### src/sv/cdc_pkg.sv
package cdc_pkg;

  localparam int unsigned SampleWidthDef = 16;
  localparam int unsigned ColorWidthDef  = 8;

  localparam int unsigned CordicSteps = 24;
  localparam int unsigned AngW        = 34;
  localparam int unsigned FracW       = 17;
  localparam int unsigned ExpW        = 8;
  localparam int unsigned NormW       = 40;
  localparam int unsigned NumW        = 30;
  localparam int unsigned RangeW      = 16;
  localparam int unsigned LightXW     = NumW + 4;
  localparam int unsigned RotW        = 33;

  // pipeline depths of the three parts
  localparam int unsigned LightLat = 7 + CordicSteps;
  localparam int unsigned HueLat   = 6 + 2 * CordicSteps;
  localparam int unsigned HsbLat   = 4;
  localparam int unsigned TotalLat = HueLat + HsbLat;

  localparam logic [RangeW-1:0] RangeReset = 16'd256;

  // atan(2^-i) in binary angle units, one turn is 2^32
  localparam logic [29:0] AtanTurns [CordicSteps] = '{
    30'd536870912, 30'd316933406, 30'd167458907, 30'd85004756, 30'd42667331,
    30'd21354465, 30'd10680862, 30'd5340245, 30'd2670163, 30'd1335087,
    30'd667544, 30'd333772, 30'd166886, 30'd83443, 30'd41722, 30'd20861,
    30'd10430, 30'd5215, 30'd2608, 30'd1304, 30'd652, 30'd326, 30'd163, 30'd81
  };

  localparam logic signed [AngW-1:0] QuarterTurn = 34'sd1073741824;
  localparam logic signed [AngW-1:0] HalfTurnS   = 34'sd2147483648;
  localparam logic [31:0]            HalfTurn    = 32'h8000_0000;
  localparam logic [29:0]            SineStart   = 30'd652032874;
  localparam logic [29:0]            HueCorrCoef = 30'd546852220;
  localparam logic [FracW-1:0]       FracOne     = 17'h10000;
  localparam logic [FracW-1:0]       FracHalf    = 17'h08000;

  typedef enum logic [2:0] {
    SecRed     = 3'd0,
    SecYellow  = 3'd1,
    SecGreen   = 3'd2,
    SecCyan    = 3'd3,
    SecBlue    = 3'd4,
    SecMagenta = 3'd5
  } sector_e;

endpackage

### src/sv/cdc_hsb.sv
module cdc_hsb
  import cdc_pkg::*;
#(
  parameter int unsigned COLOR_WIDTH = ColorWidthDef
) (
  input  logic                   clk_i,
  input  logic                   en_i,
  input  logic [FracW-1:0]       light_i,
  input  sector_e                sector_i,
  input  logic [15:0]            frac_i,
  output logic [COLOR_WIDTH-1:0] red_o,
  output logic [COLOR_WIDTH-1:0] green_o,
  output logic [COLOR_WIDTH-1:0] blue_o
);

  localparam int unsigned AccW = FracW + COLOR_WIDTH + 1;
  localparam logic [COLOR_WIDTH-1:0] MaxV = '1;

  function automatic logic [COLOR_WIDTH-1:0] to_chan(input logic [FracW-1:0] v);
    logic [AccW-1:0]        acc;
    logic [COLOR_WIDTH+1:0] c;
    acc = AccW'(v) * AccW'(MaxV) + AccW'(FracHalf);
    c   = (COLOR_WIDTH+2)'(acc >> 16);
    return (c > (COLOR_WIDTH+2)'(MaxV)) ? MaxV : COLOR_WIDTH'(c);
  endfunction

  // saturation and brightness
  logic [FracW-1:0] sat_c, bri_c, inv_f_c;
  always_comb begin
    if (light_i < FracHalf) begin
      sat_c = FracOne;
      bri_c = {light_i[FracW-2:0], 1'b0};
    end else begin
      bri_c = FracOne;
      sat_c = FracW'(({1'b0, FracOne} << 1) - ({1'b0, light_i} << 1));
    end
    inv_f_c = FracOne - FracW'(frac_i);
  end

  logic [FracW-1:0] bri1_q, sat1_q, sf_q, sfn_q;
  sector_e          sec1_q;
  always_ff @(posedge clk_i) begin
    if (en_i) begin
      bri1_q <= bri_c;
      sat1_q <= sat_c;
      sf_q   <= FracW'(((2*FracW)'(sat_c) * (2*FracW)'(frac_i)) >> 16);
      sfn_q  <= FracW'(((2*FracW)'(sat_c) * (2*FracW)'(inv_f_c)) >> 16);
      sec1_q <= sector_i;
    end
  end

  logic [FracW-1:0] p_q, q_q, t_q, bri2_q;
  logic             gray_q;
  sector_e          sec2_q;
  always_ff @(posedge clk_i) begin
    if (en_i) begin
      p_q    <= FracW'(((2*FracW)'(bri1_q) * (2*FracW)'(FracOne - sat1_q)) >> 16);
      q_q    <= FracW'(((2*FracW)'(bri1_q) * (2*FracW)'(FracOne - sf_q)) >> 16);
      t_q    <= FracW'(((2*FracW)'(bri1_q) * (2*FracW)'(FracOne - sfn_q)) >> 16);
      bri2_q <= bri1_q;
      gray_q <= (sat1_q == '0);
      sec2_q <= sec1_q;
    end
  end

  logic [FracW-1:0] rr_q, gg_q, bb_q;
  always_ff @(posedge clk_i) begin
    if (en_i) begin
      if (gray_q) begin
        rr_q <= bri2_q;
        gg_q <= bri2_q;
        bb_q <= bri2_q;
      end else begin
        case (sec2_q)
          SecRed: begin
            rr_q <= bri2_q; gg_q <= t_q; bb_q <= p_q;
          end
          SecYellow: begin
            rr_q <= q_q; gg_q <= bri2_q; bb_q <= p_q;
          end
          SecGreen: begin
            rr_q <= p_q; gg_q <= bri2_q; bb_q <= t_q;
          end
          SecCyan: begin
            rr_q <= p_q; gg_q <= q_q; bb_q <= bri2_q;
          end
          SecBlue: begin
            rr_q <= t_q; gg_q <= p_q; bb_q <= bri2_q;
          end
          default: begin
            rr_q <= bri2_q; gg_q <= p_q; bb_q <= q_q;
          end
        endcase
      end
    end
  end

  logic [COLOR_WIDTH-1:0] red_q, green_q, blue_q;
  always_ff @(posedge clk_i) begin
    if (en_i) begin
      red_q   <= to_chan(rr_q);
      green_q <= to_chan(gg_q);
      blue_q  <= to_chan(bb_q);
    end
  end

  assign red_o   = red_q;
  assign green_o = green_q;
  assign blue_o  = blue_q;

endmodule

### config.mk
export PLATFORM = sky130hd
export DESIGN_NAME = cdc_hsb
export DESIGN_NICKNAME = d
export VERILOG_FILES = /design/src/sv/cdc_pkg.sv /design/src/sv/cdc_hsb.sv
export SDC_FILE = /design/constraint.sdc
export NUM_CORES = 2
export LEC_CHECK = 0
export BUFFER_PORTS_ARGS = -buffer_cell sky130_fd_sc_hd__buf_2
export CORE_ASPECT_RATIO = 0.9
export CORE_MARGIN = 1.5
export CORE_UTILIZATION = 51
export DETAILED_ROUTE_END_ITERATION = 10
export HOLD_SLACK_MARGIN = 0.03
export PLACE_DENSITY = 0.73
export SLEW_MARGIN = 20
export SYNTH_ARGS = -nofsm -noshare
export SYNTH_HDL_FRONTEND = slang
export SYNTH_SLANG_ARGS = --single-unit
### constraint.sdc
create_clock -name clk_i -period 8.4 [get_ports clk_i]
set_clock_uncertainty 0.15 [all_clocks]
set_input_delay 0.42 -clock clk_i [delete_from_list [all_inputs] [get_ports clk_i]]
set_output_delay 0.42 -clock clk_i [all_outputs]
set_load 0.05 [all_outputs]
# [Yosys cells after proc, flatten, opt, wreduce, memory -nomap -nowiden]
# Cells that the tools add are included.
# Widths: inputs -> output; s select.
[totals] ff_bits=218 latchBits=0 ramBits=0 rom_bits=0 input_bits=38 out_inout_bits=24 elab_cells=55 memories=0
[op_classes] add_sub_neg=8 multipliers=8 div_mod_pow=0 n_lt_le_gt_ge=4 eq_ne=4 n_shift=0 mux=7 bitwise=0 reduce_logical=6
[op_table] cell="$pmux 17 s3" count=3
[op_table] cell="$mul 18x18->33" count=3
[op_table] cell="$add 25x16->26 const B" count=3
[op_table] cell="$mul 17x8->25 const B" count=3
[op_table] cell="$mux 17" count=4
[op_table] cell="$sub 17x17->18 const A" count=3
[op_table] cell="$mul 17x16->33" count=1
[op_table] cell="$mul 17x17->33" count=1
[op_table] cell="$gt 10x8->1 const B" count=3
[op_table] cell="$logic_not 17->1" count=1
[op_table] cell="$lt 17x16->1 const B" count=1
[op_table] cell="$sub 1x17->17 const A" count=1
[op_table] cell="$sub 17x16->17 const A" count=1
[op_table] cell="$reduce_or 2->1" count=4
[op_table] cell="$eq 3x2->1 const B" count=2
[op_table] cell="$eq 3x1->1 const B" count=1
[op_table] cell="$eq 3x3->1 const B" count=1
[op_table] cell="$logic_not 3->1" count=1

# [Longest topological paths before layout]
[depth] word_depth=4 ltp_mapped=33 mapped_depth_nobuf=31

# [Worst setup path after synthesis]
# No wires, ideal clock.
[synth_path] kind="in2reg" startpoint="input port light_i[3]" endpoint="register sfn_q[16], data pin" setup_time_ns=0.266 arrival_ns=7.792 t_required_ns=7.984 setup_slack_ns=0.192 cell_stages=29 path_buffers=1 cell_sequence="or4_1 -> or3_1 -> or4_4 -> nor2_1 -> xnor2_1 -> nand2_1 -> inv_1 -> buf_2 -> nand2_1 -> fa_1 -> fa_1 -> fa_1 -> inv_1 -> fa_1 -> fa_1 -> inv_1 -> fa_1 -> inv_1 -> ha_1 -> nand4_1 -> nor2_1 -> a211oi_1 -> o21ai_0 -> a21oi_1 -> o31ai_1 -> o41ai_2 -> nor2_1 -> a2111oi_2 -> xnor2_1"
[synth_between] elab_chain_cells=3 elab_cells_between_ends=4 classes_between="add/sub: 1; mul: 1; order compare: 1; mux: 1"
[synth_lines] item="start: declaration" line_no="cdc_hsb.sv:8" rtl="input logic [FracW-1:0] light_i,"
[synth_lines] item="$sub 1x17->17 / $lt 17x16->1 (equally long branches)" line_no="cdc_hsb.sv:35, cdc_hsb.sv:30"
[synth_lines] item="$mux 17 *" line_no="cdc_hsb.sv:30" rtl="if (light_i < FracHalf) begin"
[synth_lines] item="named net sat_c[13]" line_no="cdc_hsb.sv:28" rtl="logic [FracW-1:0] sat_c, bri_c, inv_f_c;"
[synth_lines] item="$mul 17x17->33 *" line_no="cdc_hsb.sv:47" rtl="sfn_q <= FracW'(((2*FracW)'(sat_c) * (2*FracW)'(inv_f_c)) >> 16);"
[synth_lines] item="end signal: assignment" line_no="cdc_hsb.sv:47"
[synth_lines] item="end: declaration" line_no="cdc_hsb.sv:40" rtl="logic [FracW-1:0] bri1_q, sat1_q, sf_q, sfn_q;"
# The timed path passes the listed nets; every way through them passes the cells marked *.
# A chain may end at the register's enable or synchronous reset.

# [Worst setup path in the final report]
[layout_path] startpoint="register sfn_q[2]" endpoint="register t_q[16], data pin"
[layout_between] elab_chain_cells=2
[layout_lines] item="$sub 17x17->18" line_no="cdc_hsb.sv:59" rtl="t_q <= FracW'(((2*FracW)'(bri1_q) * (2*FracW)'(FracOne - sfn_q)) >> 16);"
[layout_lines] item="$mul 18x18->33" line_no="cdc_hsb.sv:59"
[layout_lines] item="end signal: assignment" line_no="cdc_hsb.sv:59"
[layout_lines] item="end: declaration" line_no="cdc_hsb.sv:52" rtl="logic [FracW-1:0] p_q, q_q, t_q, bri2_q;"
# No other way between the ends.

==> out/summary.txt <==
Compound-Gate Fraction of Synth Area - 0.04957
Largest family of logic cells by synthesized area - adder cells
Multi-input gate area - 48,300 um^2
Mapped cell area - 61,850 um^2
Via count of the first global-routing pass - 48,129
Worst EP arrival - 8.28 ns
CTS tree - yes
Chip width - 370.1 um
Reg2Reg Depth - 27
Post-Syn Nets - 8,648
Core area - 120,700 um^2
Antenna violations before repair - 2
Crit. Startpoint - sfn_q[2]
CP startpoint kind - flip-flop
First-pass GRT wire length - 256.4 mm
Hpwl dp - 127.5 mm
Reg2reg start - sfn_q[2]
Initial Utilization - 0.5126
FP Rows - 121
Number of synthesized flops with an enable pin - 215
Avg Cell Area, Syn - 9.331 um^2
Worst-path fanout max - 10
Io pins - 62
Iteration-0 DRC Markers - 3,231
Register-to-register setup slack - 0.32 ns
Synth Instances - 6,628
Gpl congestion - 0.9356
Nets - 8,702
Status - complete, but fails checks
Fill count - 10,491
DR vias - 44,544
Post-synthesis adder-cell area fraction - 0.5561
CTS Buf Count - 28
RR Endpoint - t_q[16]
TritonCTS Sinks - 215
Hold Path End - bri1_q[2]
Tcrit/Tclk final - 0.9617
Post-Synth Simple-Gate Area - 0.1407
FMAX - 0.1238 GHz
Synth Area in XOR/XNOR - 0.02800
Final WS setup - 0.3214 ns
Pins Over Slew Limit - 0
DR WL/cell - 18.93 um
Hold slack final - 0.06554 ns
Yosys reg bits - 215
Port-buffer cells - 61
Hold depth - 3
Synth-to-layout area growth - 6.933%
Hold WC Path Type - input pin to flip-flop
Final hold vios - 0
Grt ovf - 0
Netlist cell types - 79
Ys Warns - 0
Antenna-violating nets left - 0
Least-Margin Pin Slew - 1.114 ns
Via/cell ratio - 5.365
Fin crit period - 8.079 ns
Ys flop type - edfxtp_1
GRT Overall Usage - 0.2636
Dpl ws - -0.1823 ns
Hold Startpoint - light_i[1]
Post-synthesis mux area share - 0.003257
Final setup fails - 0
Worst EP required - 8.61 ns
Clock Path Buffers - 3
Insertion delay of the later-clocked pin in the worst-skew pair - 0.63 ns
Post-Place Cell Area - 64,910 um^2
Crit path kind - flip-flop to flip-flop
Htree depth - 1
Violations in the final reports - DRC
Ratio of cells with drive above 1 in the final layout - 0.06370
Routed wire length - 157.2 mm
Worst slew margin - 0.2378
Final Cell Area - 66,130 um^2
Largest net degree at the start of global routing - 111
Die height - 333.4 um
FFs w/ async S/R, synth - 0
Max Cap Viol - 0
CP Capture Type - flip-flop
# DRC - 8
Die area - 123,400 um^2
CTS Root Cell - clkbuf_16
DRT Pass-1 Iters - 10
Sequential cell area - 6456 um^2
Clk slew on worst S/H paths - 0.06 ns
Sequential fraction of the synthesis area - 0.1044
[cells in the mapped netlist, drive strengths merged (48+ instances only)]
master,instances,share of area
inv,1655,0.10
fa,1278,0.41
nand2,842,0.051
ha,704,0.14
and2,378,0.038
clkbuf,257,0.016
nor2,250,0.015
edfxtp,215,0.10
xnor2,127,0.018
a21oi,120,0.0097
and3,111,0.011
o21ai,88,0.0072
xor2,69,0.0098
nor3,48,0.0041
[repair_timing]
action	4_1_cts	5_1_grt
gates resized for setup	0	33
buffers inserted	0	5
endpoints found under the setup margin	0	24
endpoints found under the hold margin	8	0
hold buffers	8	0
[critical path: stages, from the launching register on]
cell	delay (ns)
edfxtp_1	0.48
nor4_1	0.49
nand2_1	0.23
nor3_1	0.33
xnor2_2	0.25
buf_4	0.25
and2_1	0.17
fa_1	0.47
inv_1	0.05
fa_1	0.46
fa_1	0.51
inv_1	0.04
ha_1	0.27
inv_1	0.06
fa_1	0.48
inv_1	0.05
fa_1	0.44
ha_1	0.30
a211oi_1	0.49
nand3b_1	0.18
a2bb2oi_1	0.19
o31ai_2	0.12
a41oi_2	0.33
o21ai_2	0.15
o41ai_4	0.29
nor2_1	0.13
a2111oi_4	0.34
xnor2_1	0.11
[cells by family (layout without fill, tap and decap cells)]
| group | after synthesis | after routing |
|---|---|---|
| XOR/XNOR | 196 | 196 |
| other | 0 | 1 |
| adder cells (fa/ha/maj) | 1982 | 1982 |
| flip-flops | 215 | 215 |
| buffers and inverters | 1936 | 2011 |
| multiplexers | 20 | 20 |
| AO/OA/AOI/OAI | 455 | 455 |
| AND/OR/NAND/NOR | 1824 | 1824 |
[how the worst max path moves through the flow]
stage,to,slack (ns)
finish,t_q[16],0.32
global route,sfn_q[16],-0.02
CTS,sfn_q[16],0.09
detailed placement,sfn_q[16],-0.18
global placement,sfn_q[16],0.009
floorplan,sfn_q[16],0.19
[final cells by class]
| cell class | instances | share of cell area |
|---|---|---|
| clock buffers | 32 | 0.01082 |
| repair buffers | 299 | 0.03366 |
| clock inverters | 19 | 0.003008 |
| diodes | 1 | 0.00003784 |
| flip-flops and latches | 215 | 0.09762 |
| multi-input cells | 4477 | 0.7303 |
| well taps | 1599 | 0.03025 |
| inverters | 1661 | 0.09427 |
[stage by stage]
step | utilization | setup TNS [ns] | instances
finish | 0.5481 | 0 | 8303
global route | 0.5481 | -0.04634 | 8302
CTS | 0.5462 | 0 | 8297
detailed placement | 0.5380 | -0.2746 | 8238
global placement | 0.5380 | 0 | 8238
floorplan | - | 0 | 6628
[flip-flops by register name, indices dropped and copies added (netlist names)]
| signal | count |
|---|---|
| sfn_q | 17 |
| gray_q | 1 |
| sec1_q | 3 |
| bb_q | 17 |
| q_q | 17 |
| sec2_q | 3 |
| sat1_q | 16 |
| blue_o | 8 |
| red_o | 8 |
| green_o | 8 |
| gg_q | 17 |
| bri2_q | 16 |
| t_q | 17 |
| rr_q | 17 |
| bri1_q | 16 |
| sf_q | 17 |
| p_q | 17 |
[routing by layer]
metal | GRT usage | vias to the layer above | part of all wire | wire [um]
li1 | - | 20039 | - | -
met1 | 0.3664 | 22424 | 0.42 | 65570
met2 | 0.4257 | 1798 | 0.46 | 72160
met3 | 0.04820 | 279 | 0.095 | 14970
met4 | 0.06793 | 4 | 0.028 | 4443
met5 | 0 | - | 0.00010 | 16
[cells in the final DEF, fill, tap and decap left out, drive strengths merged, types with 8 or more instances in the layout]
cell type	instances
nand2b	36
nand3b	19
o22ai	18
nand3	27
nand4	9
o21bai	16
nor3	48
a21oi	120
o21ai	88
nand2	842
inv	1663
or2	29
ha	704
fa	1278
xnor2	127
and2	378
nor2	250
and3	111
clkbuf	32
o221ai	17
xor2	69
a21o	45
a22oi	16
o211ai	20
nor2b	29
nor4	20
or3	12
a211oi	44
o21a	20
edfxtp	215
buf	291
clkinv	12
dlygate4sd3	8
mux2i	19
Power is not shown: default switching activity piles up to over one toggle a cycle in this logic, so the estimate is an artifact.
